### src/rtl/assert_macros.svh
// Assertion macros of the motor command frame packer RTL, used by mcfp_pipe_ctrl.
// No dependencies; each macro expands to one concurrent assertion on the rising clock edge.
`ifndef ASSERT_MACROS_SVH
`define ASSERT_MACROS_SVH

// Property checked at every rising clock edge, disabled while the active-low reset is asserted.
`define MCFP_ASSERT(label, clk, rst_n, prop, msg) \
  label: assert property (@(posedge clk) disable iff (!rst_n) (prop)) else $error(msg);

// Same-cycle implication, disabled while the active-low reset is asserted.
`define MCFP_ASSERT_IMP(label, clk, rst_n, ante, cons, msg) \
  label: assert property (@(posedge clk) disable iff (!rst_n) (ante) |-> (cons)) else $error(msg);

`endif

### src/rtl/mcfp_pkg.sv
// Package for the motor command frame packer: constants, register indexes and pipeline types.
// No dependencies; imported by every module of the block.
`timescale 1ns / 1ps

package mcfp_pkg;

  localparam int CODE_W                = 16;
  localparam int DEFAULT_FRACTION_BITS = 16;
  localparam int LIMIT_W               = 31;
  localparam int ID_W                  = 8;
  localparam int TYPE_W                = 5;
  localparam int CMD_W                 = 32;

  // Pipeline stage numbers: input register, clamp, numerator, then one stage per code bit.
  localparam int STG_FRONT  = 0;
  localparam int STG_CLAMP  = 1;
  localparam int STG_NUMER  = 2;
  localparam int STG_DIV0   = 3;
  localparam int NUM_STAGES = STG_DIV0 + CODE_W;

  // pi/180 in unsigned Q0.32, rounded to nearest.
  localparam logic [26:0] DEG_TO_RAD_Q32 = 27'd74961321;

  localparam int STIFF_MAX_INT = 500;
  localparam int DAMP_MAX_INT  = 5;

  localparam logic [LIMIT_W-1:0] POS_LIMIT_RST = 31'd823788;
  localparam logic [LIMIT_W-1:0] VEL_LIMIT_RST = 31'd2883584;
  localparam logic [LIMIT_W-1:0] TRQ_LIMIT_RST = 31'd1114112;
  localparam logic [ID_W-1:0]    MOTOR_ID_RST  = 8'd1;
  localparam logic [TYPE_W-1:0]  FRAME_TYPE_RST = 5'd1;

  localparam int PADDR_W = 5;

  typedef enum logic [2:0] {
    REG_POS_LIMIT  = 3'd0,
    REG_VEL_LIMIT  = 3'd1,
    REG_TRQ_LIMIT  = 3'd2,
    REG_DEG_MODE   = 3'd3,
    REG_DRIVE_EN   = 3'd4,
    REG_MOTOR_ID   = 3'd5,
    REG_FRAME_TYPE = 3'd6
  } cfg_reg_e;

  // Per-stage load enables of the elastic pipeline.
  typedef struct packed {
    logic [NUM_STAGES-1:0] load;
  } pipe_ctrl_t;

  // Width of a clamp bound: a 31-bit limit, or the largest gain maximum (500, 9 bits)
  // shifted up by the fraction bits.
  function automatic int bound_width(int fraction_bits);
    return (fraction_bits + 9 > 32) ? fraction_bits + 9 : 32;
  endfunction

endpackage

### src/rtl/mcfp_front.sv
// Input register stage of the packer, with the degree to radian conversion of the position.
// Depends on mcfp_pkg.
`timescale 1ns / 1ps

module mcfp_front (
  input  logic                        clk_i,
  input  mcfp_pkg::pipe_ctrl_t        ctrl_i,
  input  logic                        degree_mode_i,
  input  logic signed [31:0]          position_i,
  input  logic signed [31:0]          velocity_i,
  input  logic signed [31:0]          torque_i,
  input  logic signed [31:0]          stiffness_i,
  input  logic signed [31:0]          damping_i,
  output logic signed [31:0]          position_o,
  output logic signed [31:0]          velocity_o,
  output logic signed [31:0]          torque_o,
  output logic signed [31:0]          stiffness_o,
  output logic signed [31:0]          damping_o
);
  import mcfp_pkg::*;

  logic signed [27:0] conv_k;
  logic signed [58:0] conv_prod;
  logic [63:0]        prod_d, prod_q;
  logic signed [31:0] vel_q, trq_q, kp_q, kd_q;

  // The position is kept as a Q.32 scaled product; without conversion it is shifted up by
  // 32 so that taking the upper word yields the floor in both cases.
  assign conv_k    = signed'({1'b0, DEG_TO_RAD_Q32});
  assign conv_prod = position_i * conv_k;
  assign prod_d    = degree_mode_i ? 64'(conv_prod) : {position_i, 32'd0};

  always_ff @(posedge clk_i) begin
    if (ctrl_i.load[STG_FRONT]) begin
      prod_q <= prod_d;
      vel_q  <= velocity_i;
      trq_q  <= torque_i;
      kp_q   <= stiffness_i;
      kd_q   <= damping_i;
    end
  end

  assign position_o  = signed'(prod_q[63:32]);
  assign velocity_o  = vel_q;
  assign torque_o    = trq_q;
  assign stiffness_o = kp_q;
  assign damping_o   = kd_q;

endmodule

### config.mk
export PLATFORM = sky130hd
export DESIGN_NAME = mcfp_front
export DESIGN_NICKNAME = d
export VERILOG_FILES = /design/src/rtl/assert_macros.svh /design/src/rtl/mcfp_pkg.sv /design/src/rtl/mcfp_front.sv
export SDC_FILE = /design/constraint.sdc
export NUM_CORES = 1
export LEC_CHECK = 0
export BUFFER_PORTS_ARGS = -buffer_cell sky130_fd_sc_hd__clkbuf_2
export CORE_AREA = 2 2 177 222
export DETAILED_ROUTE_END_ITERATION = 10
export DIE_AREA = 0 0 179 224
export GPL_ROUTABILITY_DRIVEN = 1
export HOLD_SLACK_MARGIN = 0.02
export MAX_ROUTING_LAYER = met4
export PLACE_DENSITY = 0.83
export SLEW_MARGIN = 20
export SYNTH_ARGS = -nofsm -noshare
export SYNTH_HDL_FRONTEND = slang
export SYNTH_SLANG_ARGS = --single-unit
export TNS_END_PERCENT = 20
### constraint.sdc
create_clock -name clk_i -period 7.4 [get_ports clk_i]
set_clock_uncertainty 0.1 [all_clocks]
set_input_delay 0 -clock clk_i [delete_from_list [all_inputs] [get_ports clk_i]]
set_output_delay 0 -clock clk_i [all_outputs]
set_load 0.05 [all_outputs]
==> metrics.txt <==
area growth from synthesis to layout 19.3%; Final setup viols 0; PortBufs approximately 320; top cells by area, synth fa_1 (35%), edfxtp_1 (21%), ha_1 (16%); routability cong. 0.999; antenna violations before repair 1; # nets final between 3000 and 4000; post-route ant nets 0; synthesized net count 3006; Max Cap Viol 0; drt via density approximately 5.4; Netlist cell types 72; unrepaired setup endpoints after global routing no; Core Rows 80; Hold/Removal Path Class in -> reg; CTS root buffer clkbuf_16; overall global routing resource usage 0.385; # hold bufs at CTS 131; Die W roughly 180 um; synthesized area around 0.023 mm^2; Post-DP Area 0.0250 mm^2; average size of a mapped cell roughly 11 um^2; number of global-route vias before repair ~19000; htree depth 4; post-synthesis sequential area ratio 0.213; Resized cells post-CTS 0; Slew Viols, Final 0; total CTS buffers 17; worst setup path startpoint position_i[24]; crit share post-route 0.960; Yosys top cell by area fa_1; Die ar. ~0.04 mm^2; Critical Path Start Type input port; Cells after Synth 2132; router iterations before antenna repair 6; vias around 17000; setup bufs post-CTS 0; Clock Tree Buf Depth 2; cell with the most instances after synthesis inv_1; TritonCTS clock tree done; starting DRC count in detailed routing about 1200; min Tclk post-route 7.10 ns; Top-Level Pins between 300 and 400; core area around 0.038 mm^2; Post-synth EDFFs 160; critical path endpoint category flop; post-route cell area ~0.027 mm^2; Arr. time, crit path approximately 7.2 ns; worst-path fanout max 8; Final Hold Fails 0; ys async rst share 0; Routed wire per std cell about 23 um; share of cells above drive strength 1 0.164; initial core utilization 0.595; TNS Setup 0 ns; most frequent cells after synthesis inv_1 (781), fa_1 (399), ha_1 (294); first-pass GRT wire length 109000 um; Register Area about 0.0048 mm^2; overflow left after global routing 0; DRC Markers 0; Critical Path RT approximately 7.5 ns; die extent in y 224 um; hold path cells 4; Worst-path clk slew ~0.07 ns; result of the run completed; fin util 0.710; Fill cells 2672; Setup crit end prod_q[52]$_DFFE_PP_; clock net sink count 160; Synth Flop Type edfxtp_1; largest net degree at the start of global routing 89; Final HPWL DP roughly 57000 um; Rel. slew slack 0.267; WL final slightly above 70000 um; WS Path Type in -> reg; area of the multi-input gates about 0.015 mm^2; Synth warnings 0; worst slew pin tran approximately 1.1 ns; Seq cells post-synth 160; f_max 0.141 GHz; top cell type's share of synthesized area 0.354
## cell usage in the layout (no fill, tap or decap), drive strengths merged, types with 7 or more instances in the layout
cell / instances
clkbuf: 338
o21ai: 49
ha: 294
nor3: 9
a21o: 15
mux2i: 22
nand2: 61
o31ai: 7
nand3: 14
dlygate4sd3: 131
o21a: 7
xor2: 12
edfxtp: 160
a21oi: 58
buf: 45
nand4: 15
nor2: 44
a21boi: 7
fa: 399
inv: 789
xnor2: 48
o211ai: 13
## registers in the layout, indices dropped and copies added, names as in the netlist
| register | flops |
|---|---|
| stiffness_o | 32 |
| damping_o | 32 |
| velocity_o | 32 |
| torque_o | 32 |
| prod_q | 32 |
## layer usage
| layer | vias to the layer above | GRT usage | share of wire |
|---|---|---|---|
| met3 | 342 | 0.0565 | 0.060 |
| met1 | 8396 | 0.402 | 0.33 |
| met5 | - | - | 0 |
| li1 | 7460 | - | - |
| met4 | 0 | 0.290 | 0.097 |
| met2 | 821 | 0.651 | 0.51 |
## area by class of cell
cell class	instances	share of cell area
Timing Repair Buffer	497	0.121
Inverter	782	0.109
Clock buffer	17	0.0158
Clock inverter	15	0.00645
Multi-Input combinational cell	1165	0.547
Antenna cell	1	0.0000928
Sequential cell	160	0.178
Tap cell	492	0.0228
## kinds of logic after synthesis
logic type | Yosys count | synth area share
flip-flops | 160 | 0.213
multiplexers | 27 | 0.0122
AO/OA/AOI/OAI | 200 | 0.0597
adder cells (fa/ha/maj) | 693 | 0.517
buffers and inverters | 807 | 0.135
XOR/XNOR | 60 | 0.0243
AND/OR/NAND/NOR | 185 | 0.0397
## how the worst min path moves through the flow
stage               slack, ns      startpoint                  endpoint
global route             0.09  position_i[17]      prod_q[49]$_DFFE_PP_
finish                   0.08  position_i[30]      prod_q[62]$_DFFE_PP_
floorplan              -0.001    damping_i[0]    damping_o[0]$_DFFE_PP_
detailed placement       0.08    torque_i[14]    torque_o[14]$_DFFE_PP_
global placement         0.08  stiffness_i[8]  stiffness_o[8]$_DFFE_PP_
CTS                      0.05  position_i[21]      prod_q[53]$_DFFE_PP_
## metrics by stage
stage | hold WS (ns) | cells | setup WS [ns]
3_5_place_dp | 0.0786 | 2965 | 0.512
5_1_grt | 0.0917 | 3129 | 0.0531
4_1_cts | 0.0453 | 3128 | 0.513
6_report | 0.0774 | 3129 | 0.297
3_3_place_gp | 0.0774 | 2965 | 0.517
2_1_floorplan | -0.00113 | 2132 | 1.27
## critical path: stages
cell and delay [ns]:
dlygate4sd3_1 0.53, clkbuf_2 0.19, buf_4 0.21, ha_1 0.39, fa_1 0.54, inv_1 0.08, fa_1 0.44, fa_1 0.55
inv_1 0.06, fa_1 0.49, fa_1 0.49, inv_1 0.05, fa_1 0.58, inv_1 0.06, ha_1 0.46, nand2_1 0.14
o31ai_2 0.36, nand4_1 0.16, o21ai_0 0.39, o21ai_0 0.22, a21boi_1 0.40, nor3_1 0.11, o31ai_1 0.34
Power is not shown: default switching activity piles up to over one toggle a cycle in this logic, so the estimate is an artifact.
