**config.mk**
```make
export PLATFORM = sky130hd
export DESIGN_NAME = mcfp_pipe_ctrl
export DESIGN_NICKNAME = d
export VERILOG_FILES = /design/src/rtl/mcfp_pkg.sv /design/src/rtl/mcfp_pipe_ctrl.sv
export VERILOG_INCLUDE_DIRS = /design/src /design/src/rtl
export SDC_FILE = /design/constraint.sdc
export NUM_CORES = 1
export LEC_CHECK = 0
export ABC_AREA = 0
export BUFFER_PORTS_ARGS = -buffer_cell sky130_fd_sc_hd__buf_2
export CAP_MARGIN = 30
export CELL_PAD_IN_SITES_DETAIL_PLACEMENT = 0
export CELL_PAD_IN_SITES_GLOBAL_PLACEMENT = 2
export CORE_ASPECT_RATIO = 0.9
export CORE_MARGIN = 8
export CORE_UTILIZATION = 33
export DETAILED_ROUTE_END_ITERATION = 10
export PLACE_DENSITY_LB_ADDON = 0.1
export SYNTH_ARGS = -nofsm -noshare
export SYNTH_HDL_FRONTEND = slang
export SYNTH_SLANG_ARGS = --single-unit
```
**constraint.sdc**
```tcl
create_clock -name clk_i -period 2.6 [get_ports clk_i]
set_input_delay 0.13 -clock clk_i [delete_from_list [all_inputs] [get_ports clk_i]]
set_output_delay 0.13 -clock clk_i [all_outputs]
set_load 0.02 [all_outputs]
```
**src/rtl/assert_macros.svh**
```systemverilog
// Assertion macros of the motor command frame packer RTL, used by mcfp_pipe_ctrl.
// No dependencies; each macro expands to one concurrent assertion on the rising clock edge.
`ifndef ASSERT_MACROS_SVH
`define ASSERT_MACROS_SVH

// Property checked at every rising clock edge, disabled while the active-low reset is asserted.
`define MCFP_ASSERT(label, clk, rst_n, prop, msg) \
  label: assert property (@(posedge clk) disable iff (!rst_n) (prop)) else $error(msg);

// Same-cycle implication, disabled while the active-low reset is asserted.
`define MCFP_ASSERT_IMP(label, clk, rst_n, ante, cons, msg) \
  label: assert property (@(posedge clk) disable iff (!rst_n) (ante) |-> (cons)) else $error(msg);

`endif

```
**src/rtl/mcfp_pkg.sv**
```systemverilog
// Package for the motor command frame packer: constants, register indexes and pipeline types.
// No dependencies; imported by every module of the block.
`timescale 1ns / 1ps

package mcfp_pkg;

  localparam int CODE_W                = 16;
  localparam int DEFAULT_FRACTION_BITS = 16;
  localparam int LIMIT_W               = 31;
  localparam int ID_W                  = 8;
  localparam int TYPE_W                = 5;
  localparam int CMD_W                 = 32;

  // Pipeline stage numbers: input register, clamp, numerator, then one stage per code bit.
  localparam int STG_FRONT  = 0;
  localparam int STG_CLAMP  = 1;
  localparam int STG_NUMER  = 2;
  localparam int STG_DIV0   = 3;
  localparam int NUM_STAGES = STG_DIV0 + CODE_W;

  // pi/180 in unsigned Q0.32, rounded to nearest.
  localparam logic [26:0] DEG_TO_RAD_Q32 = 27'd74961321;

  localparam int STIFF_MAX_INT = 500;
  localparam int DAMP_MAX_INT  = 5;

  localparam logic [LIMIT_W-1:0] POS_LIMIT_RST = 31'd823788;
  localparam logic [LIMIT_W-1:0] VEL_LIMIT_RST = 31'd2883584;
  localparam logic [LIMIT_W-1:0] TRQ_LIMIT_RST = 31'd1114112;
  localparam logic [ID_W-1:0]    MOTOR_ID_RST  = 8'd1;
  localparam logic [TYPE_W-1:0]  FRAME_TYPE_RST = 5'd1;

  localparam int PADDR_W = 5;

  typedef enum logic [2:0] {
    REG_POS_LIMIT  = 3'd0,
    REG_VEL_LIMIT  = 3'd1,
    REG_TRQ_LIMIT  = 3'd2,
    REG_DEG_MODE   = 3'd3,
    REG_DRIVE_EN   = 3'd4,
    REG_MOTOR_ID   = 3'd5,
    REG_FRAME_TYPE = 3'd6
  } cfg_reg_e;

  // Per-stage load enables of the elastic pipeline.
  typedef struct packed {
    logic [NUM_STAGES-1:0] load;
  } pipe_ctrl_t;

  // Width of a clamp bound: a 31-bit limit, or the largest gain maximum (500, 9 bits)
  // shifted up by the fraction bits.
  function automatic int bound_width(int fraction_bits);
    return (fraction_bits + 9 > 32) ? fraction_bits + 9 : 32;
  endfunction

endpackage

```
**src/rtl/mcfp_pipe_ctrl.sv**
```systemverilog
// Valid tracking and per-stage load enables of the packer pipeline.
// Depends on mcfp_pkg and assert_macros.svh.
`timescale 1ns / 1ps
`include "assert_macros.svh"

module mcfp_pipe_ctrl (
  input  logic                clk_i,
  input  logic                rst_ni,
  input  logic                in_valid_i,
  output logic                in_ready_o,
  input  logic                enable_i,
  output logic                out_valid_o,
  input  logic                out_ready_i,
  output mcfp_pkg::pipe_ctrl_t ctrl_o
);
  import mcfp_pkg::*;

  localparam int LAST = NUM_STAGES - 1;

  logic [NUM_STAGES-1:0] valid_q, valid_d;
  logic [NUM_STAGES-1:0] load;
  logic                  push, pop;

  // A stage loads when it is empty or when its content moves on; bubbles collapse.
  assign load[LAST] = !valid_q[LAST] || out_ready_i;
  for (genvar k = 0; k < LAST; k++) begin : g_load
    assign load[k] = !valid_q[k] || load[k+1];
  end

  always_comb begin
    valid_d = valid_q;
    if (load[0]) begin
      valid_d[0] = in_valid_i && enable_i;
    end
    for (int k = 1; k < NUM_STAGES; k++) begin
      if (load[k]) begin
        valid_d[k] = valid_q[k-1];
      end
    end
  end

  always_ff @(posedge clk_i or negedge rst_ni) begin
    if (!rst_ni) begin
      valid_q <= '0;
    end else begin
      valid_q <= valid_d;
    end
  end

  assign in_ready_o  = load[0];
  assign out_valid_o = valid_q[LAST];
  assign ctrl_o.load = load;

  assign push = in_valid_i && in_ready_o && enable_i;
  assign pop  = valid_q[LAST] && out_ready_i;

  `MCFP_ASSERT_IMP(a_stall_only_when_full, clk_i, rst_ni, !in_ready_o, &valid_q, "input stalled with a bubble in the pipeline")
  `MCFP_ASSERT(a_occupancy, clk_i, rst_ni, 1'b1 |=> ($countones(valid_q) == $past($countones(valid_q)) + int'($past(push)) - int'($past(pop))), "pipeline occupancy lost or gained a transaction")
  `MCFP_ASSERT(a_empty_output_fills, clk_i, rst_ni, (valid_q[LAST-1] && !valid_q[LAST]) |=> valid_q[LAST], "empty output stage did not take the next result")

endmodule

```
==> summary by stage <==
Final layout
The share of layout cells above drive strength 1 is 0.380. Relative to the synthesized area, the layout overhead comes to 20.0%. The largest register by flop count is valid_q.

The post-layout utilization of the core is 0.417. The antenna diode count is 0. In the final layout, the registers with the most flip-flops are valid_q x19. The register with the most flip-flops in the layout has 19 of them. The net count of the finished layout is 106.

The cell area after layout is slightly above 0.001 mm².

Global routing
The total global-route track usage is 0.0842. The largest net degree at the start of global routing is 20. The initial antenna violation count is 0. The wire length of the first global-routing pass is 3100 µm. The via count of the first global-routing pass is ~690. The remaining global-route overflow is 0.

Clock tree
The count of hold buffers inserted by post-cts repair is 1. TritonCTS created 3 clock buffers. The count of clock tree sinks is 19. TritonCTS built the clock tree.

The post-cts repair resize count is 0. Buffers added to address setup during post-CTS repair amount to 0. The clock-pin slew on the worst setup and hold paths is 0.11 ns. The tree is rooted in a clkbuf_4.

The largest buffer count on any clock path is 2. The later pin in the worst-skew pair is clocked with a latency of 0.30 ns. In this run the number of H-tree levels came out at 1.

Die
For this configuration, the core starts out at a cell density of 0.347. The die covers 0.00446 mm². The horizontal die dimension is 69.5 µm. The overall die height is around 64 µm. The placeable core region is between 0.002 and 0.0025 mm². The count of boundary I/O pins is 26. The floorplan has 17 rows.

Drt
Wires add up to about 1800 µm. The antenna violation net count after detailed routing is 0. The routed layout has around 670 vias. For this block, wires on met1 add up to 875 µm. The uppermost metal layer occupied by signal nets is met4. In this run, the number of DRC markers left after iteration 0 of detailed routing was about 50. Using the TritonRoute via totals, the vias-per-cell ratio works out to 5.24. For this run, the detailed router's first-pass iteration total came to 4. Wire segments on met2 add up to 831 µm in the final route.

The routed design uses 109 µm of met3 wire. In the final routed layout, each cell accounts on average for 14.3 µm. In the routed design, unresolved DRC markers number 0.

Synthesis
The share of synthesized area occupied by flip-flops and latches is 0.560. In this run, synthesis produced a sequential element count of 19. The main flop type after synthesis is dfrtp_1. The synthesized netlist net count is 79.

Counting every instance in the synthesized netlist gives 74. In the synthesized netlist the async set-or-reset flop fraction comes to 1.00. The post-synthesis area per instance is approximately 11 µm².

The mapped netlist covers 850 µm². The number of synthesized flops with an enable pin is 0. The total number of yosys warnings is 0. The distinct cell type count of the synthesized netlist is 21.

Critical path
The startpoint class of the critical path is a register. The maximum fanout count along the critical path is 18. The worst reg-to-reg path cell count is 3.

The critical path required time is approximately 2.5 ns. The arrival time at the worst endpoint is 1.92 ns. The worst reg2reg path endpoint is valid_q[7]$_DFFE_PN0P_.

The worst register-to-register path begins at valid_q[18]$_DFFE_PN0P_. The worst-case register-to-register setup slack is roughly 1.0 ns. The worst setup path is captured at a primary output. The worst setup path is of the reg2out kind.

STA
For the final database, setup skew stands at 0.0107 ns. The setup violation total in the final timing report is 0. The routed design could run at a clock period as short as 2.05 ns. For this run, the top clock speed supported by timing is 489 MHz. For the pin with the worst max-slew slack, the measured transition is 0.595 ns. The final-report max-slew violation count is 0. The accumulated negative setup slack is 0 ns. The worst max-slew margin expressed relative to the limit is 0.603. Setup repair after global routing left no endpoint under its margin.

In the finished design, the share of the clock period the worst path needs comes to 0.787. The final worst slack is roughly 0.55 ns. The number of failing hold endpoints at the final stage came to 0.

Pwr
Dividing total power by cell area gives a power density of roughly 510 mW/mm². The analysis attributes to cell leakage a power of 0.505 nW. IR analysis of the VDD net gives a maximum drop of 0.000275 V.

Hold path
In this run the most critical hold path is launched from out_ready_i. The worst hold-check path type is in2reg. Along the worst hold path, the cell count comes to 3. The worst hold path terminates at valid_q[18]$_DFFE_PN0P_.

Placed design
The post-place instance area is around 980 µm². During placement, the flow inserted port buffers numbering 25. Summed over all nets, the half-perimeter wirelength after detailed placement is 1330 µm. The pre-CTS worst setup slack is 0.893 ns. The final weighted congestion in routability-driven placement is 0.728.

Flow run
The max-capacitance violation count is 0.

Run status
The flow ran to the end, and the final reports show no timing, DRC or antenna violations.
-- worst max path at each step --
stage,endpoint,from
final,ctrl_o[4],valid_q[18]$_DFFE_PN0P_
after global routing,ctrl_o[10],valid_q[18]$_DFFE_PN0P_
after CTS,ctrl_o[4],valid_q[18]$_DFFE_PN0P_
after detailed placement,ctrl_o[4],valid_q[18]$_DFFE_PN0P_
after global placement,ctrl_o[7],valid_q[18]$_DFFE_PN0P_
after floorplan,ctrl_o[0],valid_q[18]$_DFFE_PN0P_
-- placed cells by master (no fill, tap or decap) --
master / Yosys / routed
clkbuf_4: 0 / 3
a31o_2: 5 / 5
a41o_1: 4 / 4
nand2_1: 6 / 6
nand3b_1: 1 / 1
inv_1: 2 / 2
nand4_1: 4 / 4
and3_1: 3 / 3
nor4_4: 1 / 1
and2_0: 1 / 1
inv_2: 1 / 1
and2_1: 2 / 2
a21o_1: 3 / 3
and4_1: 2 / 2
or2_2: 1 / 1
clkinv_2: 0 / 1
dfrtp_1: 19 / 19
buf_2: 1 / 25
dlygate4sd3_1: 0 / 1
or2b_1: 1 / 1
nand2b_1: 6 / 6
and4b_2: 1 / 1
nand3_1: 7 / 7
-- cells in the mapped netlist (3+ instances only) --
library cell / number / area [µm²]
dfrtp_1: 19 / 475
nand3_1: 7 / 35.0
and3_1: 3 / 18.8
nand2b_1: 6 / 37.5
a41o_1: 4 / 40.0
a31o_2: 5 / 43.8
buf_4: 3 / 22.5
nand4_1: 4 / 25.0
a21o_1: 3 / 22.5
nand2_1: 6 / 22.5
-- per-stage QoR --
stage / power (mW) / hold slack [ns] / cells
3_5_place_dp: 0.377 / 0.0989 / 123
3_3_place_gp: 0.377 / 0.101 / 123
6_report: 0.520 / 0.103 / 128
4_1_cts: 0.532 / 0.0892 / 128
5_1_grt: 0.552 / 0.0949 / 128
2_1_floorplan: 0.356 / -0.166 / 74
-- cell type report --
class                   count  area, µm²
well taps                  28       35.0
flip-flops and latches     19        475
repair buffers             26        135
clock inverters             1       5.00
fillers                   252       1430
clock buffers               3       22.5
multi-input cells          48        335
inverters                   3       11.3
-- power breakdown --
| part | leakage, nW | switching [mW] | total (mW) | internal [mW] |
|---|---|---|---|---|
| clock network | 0.0177 | 0.0913 | 0.149 | 0.0573 |
| registers | 0.243 | 0.0173 | 0.330 | 0.313 |
| logic | 0.244 | 0.0215 | 0.0411 | 0.0196 |
| total | 0.505 | 0.130 | 0.520 | 0.390 |
-- logic make-up (layout without fill, tap and decap cells) --
family / Yosys count / count (layout) / synth area share
buffers and inverters: 7 / 33 / 0.0456
AOI/OAI and AO/OA: 12 / 12 / 0.125
DFF: 19 / 19 / 0.560
and+or+nand+nor: 36 / 36 / 0.270
-- worst max-delay path, cell delays in order, from the launching register on --
cell,delay [ns]
dfrtp_1,0.40
and4b_2,0.30
and3_1,0.56
nand4_1,0.16
buf_2,0.19
-- layer usage --
layer / vias to the layer above / GRT usage
met5: - / 0
met1: 328 / 0.0997
met3: 2 / 0.0432
met2: 16 / 0.131
met4: 0 / 0.0230
li1: 325 / -
(Power assumes the default switching activity.)
