--- config.mk ---
export PLATFORM = sky130hd
export DESIGN_NAME = mcfp_lane
export DESIGN_NICKNAME = d
export VERILOG_FILES = /design/src/rtl/assert_macros.svh /design/src/rtl/mcfp_pkg.sv /design/src/rtl/mcfp_lane.sv
export SDC_FILE = /design/constraint.sdc
export NUM_CORES = 2
export LEC_CHECK = 0
export BUFFER_PORTS_ARGS = -buffer_cell sky130_fd_sc_hd__buf_2
export CAP_MARGIN = 20
export CORE_MARGIN = 2
export CORE_UTILIZATION = 70
export CTS_BUF_LIST = sky130_fd_sc_hd__clkbuf_8
export CTS_CLUSTER_DIAMETER = 30
export DETAILED_ROUTE_END_ITERATION = 10
export GPL_ROUTABILITY_DRIVEN = 0
export PLACE_DENSITY_LB_ADDON = 0.3
export SYNTH_ARGS = -nofsm -noshare
export SYNTH_HDL_FRONTEND = slang
export SYNTH_SLANG_ARGS = --single-unit
--- constraint.sdc ---
create_clock -name clk_i -period 16.1 [get_ports clk_i]
set_clock_uncertainty 0.05 [all_clocks]
set_input_delay 1.61 -clock clk_i [delete_from_list [all_inputs] [get_ports clk_i]]
set_output_delay 1.61 -clock clk_i [all_outputs]
set_load 0.05 [all_outputs]
--- src/rtl/assert_macros.svh ---
// Assertion macros of the motor command frame packer RTL, used by mcfp_pipe_ctrl.
// No dependencies; each macro expands to one concurrent assertion on the rising clock edge.
`ifndef ASSERT_MACROS_SVH
`define ASSERT_MACROS_SVH

// Property checked at every rising clock edge, disabled while the active-low reset is asserted.
`define MCFP_ASSERT(label, clk, rst_n, prop, msg) \
  label: assert property (@(posedge clk) disable iff (!rst_n) (prop)) else $error(msg);

// Same-cycle implication, disabled while the active-low reset is asserted.
`define MCFP_ASSERT_IMP(label, clk, rst_n, ante, cons, msg) \
  label: assert property (@(posedge clk) disable iff (!rst_n) (ante) |-> (cons)) else $error(msg);

`endif

--- src/rtl/mcfp_pkg.sv ---
// Package for the motor command frame packer: constants, register indexes and pipeline types.
// No dependencies; imported by every module of the block.
`timescale 1ns / 1ps

package mcfp_pkg;

  localparam int CODE_W                = 16;
  localparam int DEFAULT_FRACTION_BITS = 16;
  localparam int LIMIT_W               = 31;
  localparam int ID_W                  = 8;
  localparam int TYPE_W                = 5;
  localparam int CMD_W                 = 32;

  // Pipeline stage numbers: input register, clamp, numerator, then one stage per code bit.
  localparam int STG_FRONT  = 0;
  localparam int STG_CLAMP  = 1;
  localparam int STG_NUMER  = 2;
  localparam int STG_DIV0   = 3;
  localparam int NUM_STAGES = STG_DIV0 + CODE_W;

  // pi/180 in unsigned Q0.32, rounded to nearest.
  localparam logic [26:0] DEG_TO_RAD_Q32 = 27'd74961321;

  localparam int STIFF_MAX_INT = 500;
  localparam int DAMP_MAX_INT  = 5;

  localparam logic [LIMIT_W-1:0] POS_LIMIT_RST = 31'd823788;
  localparam logic [LIMIT_W-1:0] VEL_LIMIT_RST = 31'd2883584;
  localparam logic [LIMIT_W-1:0] TRQ_LIMIT_RST = 31'd1114112;
  localparam logic [ID_W-1:0]    MOTOR_ID_RST  = 8'd1;
  localparam logic [TYPE_W-1:0]  FRAME_TYPE_RST = 5'd1;

  localparam int PADDR_W = 5;

  typedef enum logic [2:0] {
    REG_POS_LIMIT  = 3'd0,
    REG_VEL_LIMIT  = 3'd1,
    REG_TRQ_LIMIT  = 3'd2,
    REG_DEG_MODE   = 3'd3,
    REG_DRIVE_EN   = 3'd4,
    REG_MOTOR_ID   = 3'd5,
    REG_FRAME_TYPE = 3'd6
  } cfg_reg_e;

  // Per-stage load enables of the elastic pipeline.
  typedef struct packed {
    logic [NUM_STAGES-1:0] load;
  } pipe_ctrl_t;

  // Width of a clamp bound: a 31-bit limit, or the largest gain maximum (500, 9 bits)
  // shifted up by the fraction bits.
  function automatic int bound_width(int fraction_bits);
    return (fraction_bits + 9 > 32) ? fraction_bits + 9 : 32;
  endfunction

endpackage

--- src/rtl/mcfp_lane.sv ---
// One code lane: clamp to the bound and scale the clamped value into a 16-bit code. Symmetric
// lanes divide by the span, one quotient bit per stage; gain lanes divide by their constant
// maximum with a reciprocal multiplication. Depends on mcfp_pkg.
`timescale 1ns / 1ps

module mcfp_lane #(
  parameter int BOUND_W       = 32,
  parameter bit SYMMETRIC     = 1'b1,
  parameter int FRACTION_BITS = mcfp_pkg::DEFAULT_FRACTION_BITS,
  parameter int GAIN_MAX      = mcfp_pkg::DAMP_MAX_INT
) (
  input  logic                        clk_i,
  input  mcfp_pkg::pipe_ctrl_t        ctrl_i,
  input  logic signed [31:0]          value_i,
  input  logic [BOUND_W-1:0]          bound_i,
  output logic [mcfp_pkg::CODE_W-1:0] code_o
);
  import mcfp_pkg::*;

  localparam int DIV_W = BOUND_W + 1;
  localparam int NUM_W = DIV_W + CODE_W;
  localparam int SW    = BOUND_W + 2;

  // Gain lanes: the scaled gain is at most GAIN_MAX * 65535, which fits 25 bits for maxima
  // up to 512. With a 34-bit shift the rounded-up reciprocal gives the exact floor for the
  // maxima 5 and 500.
  localparam int GAIN_W    = 25;
  localparam int REC_SHIFT = 34;
  localparam int PROD_W    = GAIN_W + 32;
  localparam logic [31:0] REC_MUL =
    32'(((64'd1 << REC_SHIFT) + 64'(GAIN_MAX) - 64'd1) / 64'(GAIN_MAX));

  logic signed [SW-1:0] x_s, b_s, lo_s, c_s, u_s;
  logic [DIV_W-1:0]     off_d, off_q;
  logic [NUM_W-1:0]     scaled;

  // Symmetric lanes clamp to [-bound, bound] and offset by bound; gain lanes clamp to
  // [0, bound].
  always_comb begin
    x_s  = SW'(value_i);
    b_s  = signed'({2'b00, bound_i});
    lo_s = SYMMETRIC ? -b_s : '0;
    if (x_s > b_s) begin
      c_s = b_s;
    end else if (x_s < lo_s) begin
      c_s = lo_s;
    end else begin
      c_s = x_s;
    end
    u_s   = c_s - lo_s;
    off_d = u_s[DIV_W-1:0];
  end

  always_ff @(posedge clk_i) begin
    if (ctrl_i.load[STG_CLAMP]) begin
      off_q <= off_d;
    end
  end

  // Clamped offset * 65535 as a shift and a subtract.
  assign scaled = {off_q, CODE_W'(0)} - NUM_W'(off_q);

  if (SYMMETRIC) begin : g_sym
    logic [DIV_W-1:0]  dsr_d, dsr1_q;
    logic [NUM_W-1:0]  rem_q [CODE_W+1];
    logic [CODE_W-1:0] quo_q [CODE_W+1];
    logic [DIV_W-1:0]  dsr_q [CODE_W+1];

    // The span is twice the limit. A zero span is replaced by one so that the code comes
    // out zero.
    always_comb begin
      dsr_d = {bound_i, 1'b0};
      if (dsr_d == '0) begin
        dsr_d = DIV_W'(1);
      end
    end

    always_ff @(posedge clk_i) begin
      if (ctrl_i.load[STG_CLAMP]) begin
        dsr1_q <= dsr_d;
      end
    end

    always_ff @(posedge clk_i) begin
      if (ctrl_i.load[STG_NUMER]) begin
        rem_q[0] <= scaled;
        quo_q[0] <= '0;
        dsr_q[0] <= dsr1_q;
      end
    end

    for (genvar k = 0; k < CODE_W; k++) begin : g_div
      localparam int BIT = CODE_W - 1 - k;
      logic [NUM_W-1:0]  trial;
      logic              take;
      logic [NUM_W-1:0]  rem_d;
      logic [CODE_W-1:0] quo_d;

      always_comb begin
        trial      = NUM_W'(dsr_q[k]) << BIT;
        take       = rem_q[k] >= trial;
        rem_d      = take ? rem_q[k] - trial : rem_q[k];
        quo_d      = quo_q[k];
        quo_d[BIT] = take;
      end

      always_ff @(posedge clk_i) begin
        if (ctrl_i.load[STG_DIV0 + k]) begin
          rem_q[k+1] <= rem_d;
          quo_q[k+1] <= quo_d;
          dsr_q[k+1] <= dsr_q[k];
        end
      end
    end

    assign code_o = quo_q[CODE_W];
  end else begin : g_gain
    logic [GAIN_W-1:0] gw_q;
    logic [PROD_W-1:0] gprod;
    logic [CODE_W-1:0] gcode_q [CODE_W];

    // floor(g * 65535 / (max << fraction bits)) is floor(floor(g * 65535 >> fraction bits)
    // / max); the second division is a multiplication by the reciprocal of the maximum.
    always_ff @(posedge clk_i) begin
      if (ctrl_i.load[STG_NUMER]) begin
        gw_q <= GAIN_W'(scaled >> FRACTION_BITS);
      end
    end

    assign gprod = PROD_W'(gw_q) * PROD_W'(REC_MUL);

    always_ff @(posedge clk_i) begin
      if (ctrl_i.load[STG_DIV0]) begin
        gcode_q[0] <= gprod[REC_SHIFT +: CODE_W];
      end
    end

    // The code rides along the remaining stages to stay in lockstep with the other lanes.
    for (genvar k = 1; k < CODE_W; k++) begin : g_delay
      always_ff @(posedge clk_i) begin
        if (ctrl_i.load[STG_DIV0 + k]) begin
          gcode_q[k] <= gcode_q[k-1];
        end
      end
    end

    assign code_o = gcode_q[CODE_W-1];
  end

endmodule

==> flow_metrics.tcl <==
set metrics [dict create \
    pin_count 100 \
    drt-vias-per-instance 6.132 \
    clock-sinks 1514 \
    vias 61430 \
    post_cts_buffers 0 \
    avgSynthCellArea_um2 10.97 \
    ys.warnings.count 0 \
    drtIter0Drc 4658 \
    numCtsBuffers 325 \
    wirelength_um 188200 \
    cap_violations 0 \
    yosysUniqueCellTypes 99 \
    grt_pass1_wl_um 301400 \
    start_kind "input port" \
    syn_inst 7875 \
    cpLargestDelayFamily "simple AND/OR/NAND/NOR gates" \
    area_growth_pct 9.833 \
    synth_simple_gate_area_share_pct 11.77 \
    die_w_um 355.3 \
    drive_gt1_share_pct 9.249 \
    worstRegToRegCells 17 \
    ant_nets 0 \
    critPathMaxFanout 60 \
    peakVddDrop_mv 0.1183 \
    multi_input_area_um2 37460 \
    synth_ff_type "edfxtp_1" \
    crit_type "input port to flop" \
    synth_mux_area_share_pct 1.376 \
    rsz0062_at_grt "false" \
    coreArea_um2 122200 \
    status "completed" \
    grt.total_usage_pct 29.83 \
    synth_top_family_by_area "compound AO/OA/AOI/OAI gates" \
    gr-total-overflow 0 \
    cts-resized-gates 0 \
    row_count 128 \
    finalSetupViolCount 0 \
    cts-htree-levels 5 \
    nets 8900 \
    io_buffers 98 \
    slowest_delay_ns 0.78 \
    async_reset_ff_share_pct 0 \
    postLayoutCoreUtil_pct 77.66 \
    cts.hold.buffers_added 0 \
    clk_latency_ns 1.01 \
    crit_buf_inv 2 \
    clk_pin_slew_ns 0.06 \
    grt_pass1_vias 63080 \
    seqCellArea_um2 45460 \
    synth-adder-area-share_pct 9.654 \
    cpMaxStageDelayCell "nor3_1" \
    max_freq_mhz 93.28 \
    synth_edf_count 1514 \
    final-hold-violation-count 0 \
    cts.path.max_buffers 4 \
    crit_required_ns 16.80 \
    pwr_density_cell_nw_per_um2 182.4 \
    grt_max_degree 73 \
    start_util_pct 70.70 \
    synth-seq-cells 1514 \
    wire_per_inst_um 18.78 \
    place_area_um2 88620 \
    fin_tns_setup_ns 0 \
    worstMarginPinSlew_ns 1.024 \
    r2r-end "g_sym.rem_q[0][585]$_DFFE_PP_" \
    fill_cells 7010 \
    leakage_nw 38.59 \
    synthXorXnorAreaFrac_pct 6.255 \
    holdPathEnd "g_sym.dsr_q[0][19]$_DFFE_PP_" \
    fin_crit_sh_pct 66.59 \
    antenna_found_initial 3 \
    synth_seq_area_share_pct 52.62 \
    drc 0 \
    reg2reg_from "g_sym.dsr_q[0][330]$_DFFE_PP_" \
    die_y_um 355.3 \
    cts_tree "built" \
    hold_depth 0 \
    r2r_slack_ns 10.59 \
    end_kind "flop" \
    slew_headroom_pct 29.94 \
    hpwl_um 141400 \
    synth_nets 8616 \
    drtPass1Iterations 7 \
    hold_class "flop to flop" \
    final.min_clock_period_ns 10.72 \
    hold_ws_ns 0.3347 \
    stdcell_area_um2 94890 \
    dieArea_um2 126200 \
    arrival_ns 11.42 \
    hold_start "g_sym.dsr1_q[19]$_SDFFCE_PP0P_" \
    syn-cell-area_um2 86400 \
    root_buffer "clkbuf_8" \
    drv_slew 0 \
    synth_compound_area_share_pct 14.23 \
]
-- flip-flops by register name (all words and copies together), names as in the netlist --
signal	cells
g_sym.dsr1_q	33
g_sym.dsr_q	528
g_sym.quo_q	136
g_sym.rem_q	784
off_q	33
-- how the worst max path moves through the flow --
| stage | endpoint | slack, ns | startpoint | depth (start not counted) |
|---|---|---|---|---|
| after detailed placement | off_q[31]$_DFFE_PP_ | 4.31 | bound_i[2] | 33 |
| after CTS | off_q[31]$_DFFE_PP_ | 5.38 | bound_i[2] | 33 |
| final | off_q[31]$_DFFE_PP_ | 5.38 | bound_i[2] | 33 |
| after global placement | off_q[31]$_DFFE_PP_ | 4.45 | bound_i[2] | 33 |
| after global routing | off_q[32]$_DFFE_PP_ | 4.95 | bound_i[2] | 33 |
| after floorplan | off_q[31]$_DFFE_PP_ | 6.17 | bound_i[2] | 34 |
-- worst reg2reg max path, cell delays in order, from the launching register on --
cell and delay, ns:
edfxtp_1 0.40, ha_1 0.24, fa_1 0.41, nor2b_1 0.13
o21ai_1 0.09, a21boi_1 0.19, o21ai_0 0.14, a21oi_1 0.31
a21boi_1 0.19, o211ai_1 0.49, a311oi_1 0.32, o21ai_1 0.51
a41oi_4 0.16, buf_4 0.34, inv_1 0.30, nand4_1 0.19
or4b_1 0.57, xnor2_1 0.18
-- area by class of cell --
class                   instances  share of cell area (%)
flip-flops and latches       1514                   47.91
repair buffers                142                  0.9019
inverters                     748                   2.959
clock inverters               232                   1.872
well taps                    1625                   2.143
multi-input cells            5428                   39.48
diodes                          2                0.005274
clock buffers                 326                   4.728
-- per-layer routing --
| metal | vias to the layer above | part of all wire [%] | global-route usage [%] |
|---|---|---|---|
| li1 | 29410 | - | - |
| met1 | 28820 | 32 | 26.16 |
| met2 | 2321 | 54 | 57.82 |
| met3 | 879 | 4.1 | 4.477 |
| met4 | 0 | 9.2 | 26.42 |
| met5 | - | 0 | 0 |
-- power by group --
part | internal (mW) | switching [mW]
Clock | 2.27 | 1.68
Combinational | 3.04 | 3.97
Sequential | 5.75 | 0.593
-- logic make-up (layout without fill, tap and decap cells) --
| logic type | count (synthesis) | after routing |
|---|---|---|
| and+or+nand+nor | 2061 | 2061 |
| AOI/OAI and AO/OA | 1986 | 1986 |
| DFF | 1514 | 1514 |
| buffers and inverters | 933 | 1448 |
| adders and majority gates | 657 | 657 |
| xor gates and xnor gates | 617 | 617 |
| muxes | 107 | 107 |
| other | 0 | 2 |
-- cell usage after synthesis, types with 124 or more instances --
master    count  area, um^2
ha_1        641        8020
inv_1       745        2796
a21oi_1     660        3303
xnor2_1     364        3188
edfxtp_1   1514       45460
nand2b_1    124       775.7
nor2_1      540        2027
xor2_1      253        2216
nand2_1     564        2117
a21o_1      292        2192
nor3_1      152       760.7
o21ai_0     473        2367
clkbuf_1    152       570.6
-- metrics by stage --
| step | worst slack, ns | instances | power [mW] |
|---|---|---|---|
| 2_1_floorplan | 6.170 | 7875 | 11.52 |
| 3_3_place_gp | 4.452 | 9455 | 12.82 |
| 3_5_place_dp | 4.311 | 9456 | 13.18 |
| 4_1_cts | 5.385 | 10010 | 17.22 |
| 5_1_grt | 4.949 | 10020 | 18.36 |
| 6_report | 5.379 | 10020 | 17.31 |
-- placed cells by master (no fill, tap or decap), drive strengths merged, types with 46 or more instances in the layout --
cell type and count:
nand4 90, a21o 292, xnor2 364, nor2 540, or3 46, xor2 253
a21oi 661, a31oi 48, o31ai 50, o21a 83, o21bai 69, clkbuf 327
ha 641, inv 812, o21ai 487, clkinv 111, mux2 94, nor2b 104
nand3 122, edfxtp 1514, nor3 155, nand2b 124, nand2 564, nor4 70
buf 141
Power figures use the tool's default switching activity.
